<file path="src/sv/owrs_pkg.sv">
// Shared types, command and status codes for the 1-Wire ROM search block.
`default_nettype none

package owrs_pkg;

  // Default ROM code length in bytes (1 to 8)
  localparam int ROM_BYTES_DEFAULT = 8;

  // Fixed field widths
  localparam int ROM_W    = 64;
  localparam int POS_W    = 7;
  localparam int FAM_W    = 4;
  localparam int CMD_W    = 2;
  localparam int STATUS_W = 3;

  // Discrepancies below this position fall inside the family byte
  localparam logic [POS_W-1:0] FAMILY_LIMIT = 7'd9;

  // Request commands
  localparam logic [CMD_W-1:0] CMD_CLEAR = 2'd0;
  localparam logic [CMD_W-1:0] CMD_BEGIN = 2'd1;
  localparam logic [CMD_W-1:0] CMD_BITS  = 2'd2;

  // Result status codes
  localparam logic [STATUS_W-1:0] ST_CLEARED = 3'd0;
  localparam logic [STATUS_W-1:0] ST_BEGUN   = 3'd1;
  localparam logic [STATUS_W-1:0] ST_TAKEN   = 3'd2;
  localparam logic [STATUS_W-1:0] ST_FOUND   = 3'd3;
  localparam logic [STATUS_W-1:0] ST_FAILED  = 3'd4;
  localparam logic [STATUS_W-1:0] ST_NO_MORE = 3'd5;
  localparam logic [STATUS_W-1:0] ST_IGNORED = 3'd6;

  // One request as held in the input register
  typedef struct packed {
    logic [CMD_W-1:0] command;
    logic             no_presence;
    logic             id_bit;
    logic             complement_bit;
  } req_t;

  // One result as held in the output register
  typedef struct packed {
    logic                write_bit;
    logic [STATUS_W-1:0] status;
    logic [ROM_W-1:0]    rom_code;
    logic [POS_W-1:0]    last_discrepancy;
    logic [FAM_W-1:0]    family_discrepancy;
    logic                last_device;
  } rsp_t;

endpackage

`default_nettype wire

</file>
<file path="src/sv/owrs_core.sv">
// Search state registers and the per-request search step logic.
`default_nettype none

module owrs_core
  import owrs_pkg::*;
#(
  parameter int ROM_BYTES = ROM_BYTES_DEFAULT
) (
  input  wire logic clk,
  input  wire logic rst,
  input  wire logic fire,
  input  wire req_t req,
  output rsp_t      rsp
);

  localparam logic [POS_W-1:0] TOTAL_BITS = POS_W'(ROM_BYTES * 8);

  // Search state
  logic [ROM_W-1:0] rom_register;
  logic [POS_W-1:0] last_discrepancy;
  logic [FAM_W-1:0] family_discrepancy;
  logic             last_device;
  logic [POS_W-1:0] bit_position;
  logic [POS_W-1:0] last_zero_position;
  logic             pass_active;

  logic [ROM_W-1:0] rom_register_next;
  logic [POS_W-1:0] last_discrepancy_next;
  logic [FAM_W-1:0] family_discrepancy_next;
  logic             last_device_next;
  logic [POS_W-1:0] bit_position_next;
  logic [POS_W-1:0] last_zero_position_next;
  logic             pass_active_next;

  logic [5:0]          idx;
  logic                dir;
  logic [POS_W-1:0]    pos_inc;
  logic [ROM_W-1:0]    rom_bit_set;
  logic [STATUS_W-1:0] status;
  logic                wbit;

  assign idx = 6'(bit_position - POS_W'(1));
  assign pos_inc = bit_position + POS_W'(1);

  // Direction: forced by the line, else follow the previous path below the last discrepancy, take 1 at it and 0 beyond
  always_comb begin
    if (req.id_bit != req.complement_bit) begin
      dir = req.id_bit;
    end else if (bit_position < last_discrepancy) begin
      dir = rom_register[idx];
    end else begin
      dir = (bit_position == last_discrepancy);
    end
  end

  always_comb begin
    rom_bit_set = rom_register;
    rom_bit_set[idx] = dir;
  end

  // Next state and result for one request
  always_comb begin
    rom_register_next       = rom_register;
    last_discrepancy_next   = last_discrepancy;
    family_discrepancy_next = family_discrepancy;
    last_device_next        = last_device;
    bit_position_next       = bit_position;
    last_zero_position_next = last_zero_position;
    pass_active_next        = pass_active;
    status                  = ST_IGNORED;
    wbit                    = 1'b0;
    case (req.command)
      CMD_CLEAR: begin
        last_discrepancy_next   = '0;
        family_discrepancy_next = '0;
        last_device_next        = 1'b0;
        pass_active_next        = 1'b0;
        bit_position_next       = POS_W'(1);
        last_zero_position_next = '0;
        status                  = ST_CLEARED;
      end
      CMD_BEGIN: begin
        bit_position_next       = POS_W'(1);
        last_zero_position_next = '0;
        if (last_device || req.no_presence) begin
          last_discrepancy_next   = '0;
          family_discrepancy_next = '0;
          last_device_next        = 1'b0;
          pass_active_next        = 1'b0;
          status = last_device ? ST_NO_MORE : ST_FAILED;
        end else begin
          pass_active_next = 1'b1;
          status           = ST_BEGUN;
        end
      end
      CMD_BITS: begin
        if (pass_active) begin
          if (req.id_bit && req.complement_bit) begin
            last_discrepancy_next   = '0;
            family_discrepancy_next = '0;
            last_device_next        = 1'b0;
            pass_active_next        = 1'b0;
            bit_position_next       = POS_W'(1);
            last_zero_position_next = '0;
            status                  = ST_FAILED;
          end else begin
            // zero picked at a discrepancy
            if ((req.id_bit == req.complement_bit) && !dir) begin
              last_zero_position_next = bit_position;
              if (bit_position < FAMILY_LIMIT) begin
                family_discrepancy_next = FAM_W'(bit_position);
              end
            end
            rom_register_next = rom_bit_set;
            wbit              = dir;
            bit_position_next = pos_inc;
            status            = ST_TAKEN;
            // pass complete
            if (pos_inc > TOTAL_BITS) begin
              pass_active_next      = 1'b0;
              bit_position_next     = POS_W'(1);
              last_discrepancy_next = last_zero_position_next;
              if (last_zero_position_next == '0) begin
                last_device_next = 1'b1;
              end
              if (rom_bit_set[7:0] == 8'd0) begin
                last_discrepancy_next   = '0;
                family_discrepancy_next = '0;
                last_device_next        = 1'b0;
                last_zero_position_next = '0;
                status                  = ST_FAILED;
              end else begin
                status = ST_FOUND;
              end
            end
          end
        end
      end
      default: begin
        status = ST_IGNORED;
      end
    endcase
  end

  // State update on each request that moves to the result register
  always_ff @(posedge clk) begin
    if (rst) begin
      rom_register       <= '0;
      last_discrepancy   <= '0;
      family_discrepancy <= '0;
      last_device        <= 1'b0;
      bit_position       <= POS_W'(1);
      last_zero_position <= '0;
      pass_active        <= 1'b0;
    end else if (fire) begin
      rom_register       <= rom_register_next;
      last_discrepancy   <= last_discrepancy_next;
      family_discrepancy <= family_discrepancy_next;
      last_device        <= last_device_next;
      bit_position       <= bit_position_next;
      last_zero_position <= last_zero_position_next;
      pass_active        <= pass_active_next;
    end
  end

  assign rsp.write_bit          = wbit;
  assign rsp.status             = status;
  assign rsp.rom_code           = rom_register_next;
  assign rsp.last_discrepancy   = last_discrepancy_next;
  assign rsp.family_discrepancy = family_discrepancy_next;
  assign rsp.last_device        = last_device_next;

  // Checks
  a_pos_range: assert property (@(posedge clk) disable iff (rst)
    (bit_position != '0) && (bit_position <= TOTAL_BITS))
    else $error("bit position out of range");

  a_idle_pos: assert property (@(posedge clk) disable iff (rst)
    !pass_active |-> (bit_position == POS_W'(1)))
    else $error("bit position not rewound outside a pass");

  a_ld_range: assert property (@(posedge clk) disable iff (rst)
    last_discrepancy <= TOTAL_BITS)
    else $error("last discrepancy out of range");

  a_found_ends: assert property (@(posedge clk) disable iff (rst)
    (fire && (status == ST_FOUND)) |=> !pass_active)
    else $error("pass still active after found");

  a_fam_range: assert property (@(posedge clk) disable iff (rst)
    FAMILY_LIMIT > POS_W'(family_discrepancy))
    else $error("family discrepancy out of range");

endmodule

`default_nettype wire

</file>
<file path="src/sv/one_wire_rom_search.sv">
// Top level of the 1-Wire ROM search accelerator: request and result registers.
`default_nettype none

// 1-Wire Search ROM engine. Each request (clear, begin pass with presence
// result, or one id/complement bit pair) yields exactly one result carrying
// the direction bit to write, a status code and the search state after the
// request. A request passes through the input register and then the result
// register, and one request is taken every cycle while the result side does
// not stall; the search state updates as a request moves into the result
// register, which lets the next request use it.
// Bit-slot timing on the wire is handled outside this block.
module one_wire_rom_search
  import owrs_pkg::*;
#(
  parameter int ROM_BYTES = ROM_BYTES_DEFAULT
) (
  input  wire logic                clk,
  input  wire logic                rst,
  input  wire logic                in_valid,
  output      logic                in_stall,
  input  wire logic [CMD_W-1:0]    command,
  input  wire logic                no_presence,
  input  wire logic                id_bit,
  input  wire logic                complement_bit,
  output      logic                out_valid,
  input  wire logic                out_stall,
  output      logic                write_bit,
  output      logic [STATUS_W-1:0] status,
  output      logic [ROM_W-1:0]    rom_code,
  output      logic [POS_W-1:0]    last_discrepancy_out,
  output      logic [FAM_W-1:0]    family_discrepancy_out,
  output      logic                last_device_out
);

  logic s1_valid;
  req_t s1_req;
  rsp_t out_rsp;
  rsp_t rsp;
  logic advance;
  logic fire;

  // Pipeline flow control
  assign advance  = !out_valid || !out_stall;
  assign in_stall = s1_valid && !advance;
  assign fire     = s1_valid && advance;

  always_ff @(posedge clk) begin
    if (rst) begin
      s1_valid  <= 1'b0;
      out_valid <= 1'b0;
    end else begin
      if (!in_stall) begin
        s1_valid <= in_valid;
      end
      if (advance) begin
        out_valid <= s1_valid;
      end
    end
  end

  // Request register
  always_ff @(posedge clk) begin
    if (in_valid && !in_stall) begin
      s1_req.command        <= command;
      s1_req.no_presence    <= no_presence;
      s1_req.id_bit         <= id_bit;
      s1_req.complement_bit <= complement_bit;
    end
  end

  owrs_core #(
    .ROM_BYTES(ROM_BYTES)
  ) u_core (
    .clk (clk),
    .rst (rst),
    .fire(fire),
    .req (s1_req),
    .rsp (rsp)
  );

  // Result register
  always_ff @(posedge clk) begin
    if (fire) begin
      out_rsp <= rsp;
    end
  end

  assign write_bit              = out_rsp.write_bit;
  assign status                 = out_rsp.status;
  assign rom_code               = out_rsp.rom_code;
  assign last_discrepancy_out   = out_rsp.last_discrepancy;
  assign family_discrepancy_out = out_rsp.family_discrepancy;
  assign last_device_out        = out_rsp.last_device;

endmodule

`default_nettype wire

</file>
<file path="config.mk">
export PLATFORM = sky130hd
export DESIGN_NAME = one_wire_rom_search
export DESIGN_NICKNAME = d
export VERILOG_FILES = /design/src/sv/owrs_pkg.sv /design/src/sv/owrs_core.sv /design/src/sv/one_wire_rom_search.sv
export SDC_FILE = /design/constraint.sdc
export NUM_CORES = 1
export LEC_CHECK = 0
export BUFFER_PORTS_ARGS = -buffer_cell sky130_fd_sc_hd__buf_2
export CORE_MARGIN = 10
export CORE_UTILIZATION = 33
export CTS_CLUSTER_DIAMETER = 50
export DETAILED_ROUTE_END_ITERATION = 8
export PLACE_DENSITY = 0.53
export SYNTH_ARGS = -nofsm -noshare
export SYNTH_HDL_FRONTEND = slang
export SYNTH_HIERARCHICAL = 1
export SYNTH_SLANG_ARGS = --single-unit
</file>
<file path="constraint.sdc">
create_clock -name clk -period 12.9 [get_ports clk]
set_input_delay 2.58 -clock clk [delete_from_list [all_inputs] [get_ports clk]]
set_output_delay 2.58 -clock clk [all_outputs]
set_load 0.005 [all_outputs]
</file>
## After elaboration in Yosys (flattened, before gate mapping)

Cells that the tools add are included.

- Flip-flop bits (word level): 178
- Input bits: 9
- Output and inout bits: 82
- Word-level logic and storage cells: 111

- Add/subtract/negate cells: 2
- Order comparisons: 5
- Equal/unequal tests: 6
- Mux-type cells: 55
- Bitwise logic cells: 2
- Reductions and logical operators: 22

Operators with widths:

| kind | number |
|---|---|
| 64-bit two-way mux | 3 |
| 7-bit two-way mux | 15 |
| 64-bit bitwise mux | 1 |
| 4-bit two-way mux | 7 |
| 7-bit case mux with 2 select lines | 2 |
| 7-bit case mux with 3 select lines | 1 |
| 1-bit two-way mux | 15 |
| 3-bit two-way mux | 5 |
| 4-bit case mux with 3 select lines | 1 |
| 3-bit case mux with 3 select lines | 1 |
| 8-bit logical NOT | 1 |
| 7-bit by 1-bit adder with 7-bit output, second input constant | 1 |
| 7-bit == test | 1 |
| 7-bit > comparator, second input constant | 1 |
| 7-bit logical NOT | 1 |
| 6-bit by 7-bit less-than comparator with 1-bit output, second input constant | 1 |
| 7-bit by 4-bit less-than comparator with 1-bit output, second input constant | 1 |
| 7-bit less-than comparator | 1 |
| 1-bit binary-select mux with 6-bit select | 1 |
| 1-bit demux with 6-bit select | 1 |
| 6-bit by 1-bit >= comparator with 1-bit output, second input constant | 1 |
| 1-bit logical AND | 6 |
| 1-bit case mux with 3 select lines | 2 |
| 6-bit by 1-bit subtractor with 6-bit output, second input constant | 1 |
| 15 further kinds | 21 |

## Depth between registers and ports, before layout

- Depth in word-level cells: 18
- Depth in mapped cells: 17
- Depth with buffers taken out: 11

## Modules after synthesis

The synthesis kept the hierarchy.

By module, submodules not included:

| module | instances | cells an instance | area each (sq um) | sequential area each (sq um) |
|---|---|---|---|---|
| owrs_core | 1 | 821 | 6332.3 | 1821.7 |
| one_wire_rom_search | 1 | 95 | 2638.8 | 2592.5 |

## Worst setup path before layout

OpenSTA, ideal clock, no wires.

- Path kind: input to register
- Start: in out_stall
- End: reg u_core.bit_position[5]
- Setup time: 0.070 ns
- Arrival: 10.299 ns
- Data required time: 12.830 ns
- Slack: 2.531 ns
- Stages on the path: 6
- Path buffers: 0
- Path through: a21boi_0 -> inv_1 -> nor2_1 -> nand2_1 -> or4b_2 -> a21oi_1

- Cells in the longest elaborated chain, start to end: 4

Ends and longest elaborated chain:

| item | RTL line | text |
|---|---|---|
| start: declaration | one_wire_rom_search.sv:26 | `input wire logic out_stall,` |
| 1-bit logical NOT | one_wire_rom_search.sv:43 | `assign advance = !out_valid \|\| !out_stall;` |
| 1-bit logical OR | one_wire_rom_search.sv:43 |  |
| 1-bit logical AND | one_wire_rom_search.sv:45 | `assign fire = s1_valid && advance;` |
| 3-bit AND reduction (no source line) | - |  |
| end signal: assignment | owrs_core.sv:160 | `bit_position <= bit_position_next;` |
| end: declaration | owrs_core.sv:23 | `logic [POS_W-1:0] bit_position;` |

Every way passes these cells.
A chain may end at the register's enable or synchronous reset.

## Worst setup path in the final report

- Start: in out_stall
- End: out in_stall

- Cells in the longest elaborated chain, start to end: 4

Ends and longest elaborated chain:

| item | RTL line | text |
|---|---|---|
| 1-bit logical NOT | one_wire_rom_search.sv:43 |  |
| 1-bit logical OR | one_wire_rom_search.sv:43 |  |
| 1-bit logical NOT | one_wire_rom_search.sv:44 | `assign in_stall = s1_valid && !advance;` |
| 1-bit logical AND | one_wire_rom_search.sv:44 |  |
| end: declaration | one_wire_rom_search.sv:20 | `output logic in_stall,` |

Every way passes these cells.

==> key figures <==
Logic synthesis
  • Post-synth net total: between 900 and 1,000
  • EDFF count, synth: between 80 and 90
  • Netlist Area Pre-Place: about 0.009 mm^2
  • Async SR Flop Fraction: 0
  • Cells after synthesis: about 900
  • Post-synthesis sequential area ratio: 0.492
  • Synth warnings: 6
  • Post-synthesis cell type count: 75
  • Top FF cell, synth: dfxtp_1
  • Synthesized area per cell: between 9 and 10 um^2
  • Yosys reg bits: ~180

CTS
  • CTS tree: yes
  • Hold_buf cts: 0
  • Clock root buffer: clkbuf_16
  • Clk pin slew, worst setup/hold paths: approximately 0.06 ns
  • Post-CTS Resized: 0
  • Sinks on Clock Net: 178
  • H-tree Lvls: 4
  • Post-CTS setup buffer count: 0
  • TritonCTS Buffers: 17
  • Clock Latency Late Sink: approximately 0.43 ns
  • CTS max path bufs: 2

Timing
  • Max Clk Rate: approximately 180 MHz
  • Hold violation count in the final report: 0
  • Final Max Slew Viols: 0
  • Max-slew headroom: 0.194
  • # setup viols final: 0
  • Measured slew at the worst slew-check pin: ~1.2 ns
  • Setup tns final: 0 ns
  • Min Tclk post-route: 5.58 ns
  • Final period util: 0.433
  • Final clock skew: approximately 0.018 ns
  • RSZ-0062 raised after global routing: false

Critical path
  • Setup crit start kind: input pin
  • Kind of critical path: in -> out
  • Critical Path RT: 10.32 ns
  • CP max FO: 3
  • Crit end category: output port
  • Flop2flop setup slack: around 7.5 ns
  • RR Endpoint: u_core/rom_register[59]$_SDFFE_PP0P_
  • Reg-to-reg startpoint: u_core/bit_position[1]$_SDFFE_PP0P_
  • CP arrival: roughly 3 ns
  • FF-to-FF path depth: 12

Global route
  • Largest net degree at the start of global routing: 115
  • Initial antenna violation count: 0
  • Vias in the first global route: about 6,700
  • Global Route Usage Sum: 0.149
  • GR Overflow Total: 0
  • Wire length of the first global-routing pass: 40,100 um

Cells and area
  • Share of cells above drive strength 1: 0.173
  • Layout area overhead: 13.2%
  • Nets@finish: between 900 and 1,000
  • Diodes inserted: 0
  • Design area: 0.0102 mm^2

Die
  • CORE AREA: 0.0269 mm^2
  • Die W: between 150 and 200 um
  • Boundary pin count: about 90
  • # rows: 60
  • Die area: approximately 0.034 mm^2
  • Die height: about 180 um
  • Effective utilization at floorplan: 0.334

Pwr
  • Pwr/cell area: about 120 mW/mm^2
  • Pleak: between 3 and 4 nW
  • Max IR drop VDD: ~0.000083 V
  • Pwr Total: approximately 1.2 mW

Hold path
  • Hold Path Class: reg -> reg
  • Hold path depth: 2
  • Hold Crit Endpoint: u_core/family_discrepancy[0]$_SDFFE_PP0P_
  • Hold path startpoint: u_core/family_discrepancy[0]$_SDFFE_PP0P_

Outcome
  • Run status: finished, final reports clean

Placement
  • Port Buffers: 90
  • Area after DPL: around 0.0095 mm^2
  • Routability congestion estimate: roughly 0.88
  • DP HPWL: 16,700 um

Detailed routing
  • WL per Instance: roughly 20 um
  • Initial detailed-routing violation count: around 900
  • Total number of vias: approximately 7,300
  • DRC: 0
  • DRT Pass-1 Iters: 7
  • DR vias/cell: 5.62
  • Antenna viol nets, final: 0
  • Total routed wirelength: 25,900 um

Job
  • Max Cap Viol: 0
[how the worst max path moves through the flow]
stage                                                    from                              endpoint
final                                               out_stall                              in_stall
after floorplan                                     out_stall   u_core/bit_position[5]$_SDFFE_PP0P_
after CTS                                           out_stall                              in_stall
after global routing      u_core/bit_position[1]$_SDFFE_PP0P_  u_core/rom_register[30]$_SDFFE_PP0P_
after detailed placement                            out_stall                              in_stall
after global placement                              out_stall                              in_stall
[sequential cells by signal (all words and copies together), names as in the netlist]
register	count
s1_req	5
u_core/family_discrepancy	4
write_bit	1
rom_code	64
s1_valid	1
u_core/rom_register	64
u_core/last_discrepancy	7
u_core/last_zero_position	7
last_discrepancy_out	7
out_valid	1
u_core/bit_position	7
family_discrepancy_out	4
last_device_out	1
u_core/last_device	1
status	3
u_core/pass_active	1
[worst max-delay path, stage by stage]
cell and delay, ns:
buf_2 0.13, nand3_2 0.09, inv_1 0.08, buf_2 0.11
[routing by layer]
layer	global-route usage	wire [um]	vias up
li1	-	-	3543
met1	0.209	12400	3555
met2	0.229	11700	199
met3	0.0327	1590	15
met4	0.0325	226	0
met5	0	0	-
[where the power goes]
| part | internal, mW | leakage [nW] | switching, mW |
|---|---|---|---|
| Clock | 0.276 | 0.286 | 0.250 |
| Sequential | 0.601 | 1.56 | 0.00354 |
| Combinational | 0.0155 | 1.61 | 0.0429 |
| Total | 0.892 | 3.46 | 0.297 |
[Yosys cell counts (7+ instances only)]
| cell type | count | area (um^2) |
|---|---|---|
| clkbuf_1 | 64 | 240 |
| nor2_1 | 52 | 195 |
| nand3_1 | 26 | 130 |
| dfxtp_1 | 93 | 1860 |
| buf_1 | 7 | 26.3 |
| nand4_1 | 7 | 43.8 |
| nand2b_1 | 8 | 50.1 |
| buf_2 | 8 | 40.0 |
| nor3_1 | 8 | 40.0 |
| nand2_1 | 38 | 143 |
| a21oi_1 | 78 | 390 |
| edfxtp_1 | 85 | 2550 |
| o21ai_0 | 129 | 646 |
| mux2_2 | 13 | 146 |
| o31ai_1 | 57 | 428 |
| inv_1 | 21 | 78.8 |
| or3_1 | 56 | 350 |
| a22o_1 | 23 | 201 |
| ha_1 | 13 | 163 |
| mux4_2 | 10 | 225 |
| mux2i_1 | 12 | 120 |
| a31oi_1 | 13 | 81.3 |
[layout by cell type, fill, tap and decap left out, drive strengths merged, types with 25 or more instances in the layout]
master and count:
a21oi 79, buf 98, dfxtp 93, edfxtp 85
inv 25, nand2 38, nand3 27, nor2 52
o21ai 130, o31ai 58, or3 56
[final cells by class]
| type | instances | area [um^2] |
|---|---|---|
| sequential | 178 | 4410 |
| timing repair buffer | 98 | 510 |
| fill | 2721 | 16700 |
| clock inverter | 15 | 179 |
| multi-input combinational | 630 | 4110 |
| clock buffer | 17 | 425 |
| inverter | 22 | 82.6 |
| tap | 341 | 427 |
[stage by stage]
step	utilization	cells	setup WS, ns	hold slack [ns]
after floorplan	-	916	2.53	0.432
after global placement	0.355	1269	7.32	0.452
after detailed placement	0.355	1269	7.31	0.458
after CTS	0.378	1301	7.31	0.474
after global routing	0.378	1301	7.07	0.497
final	0.378	1301	7.32	0.474
[logic make-up (layout without fill, tap and decap cells)]
family          Yosys count  after routing  synth area share
compound gates          345            345             0.239
xor+xnor                  8              8           0.00990
fa+ha+maj                13             13            0.0181
buf+inv                 108            152            0.0509
flops                   178            178             0.492
mux                      36             36            0.0561
simple gates            228            228             0.133
No activity file was read; power rests on OpenSTA's default activity.
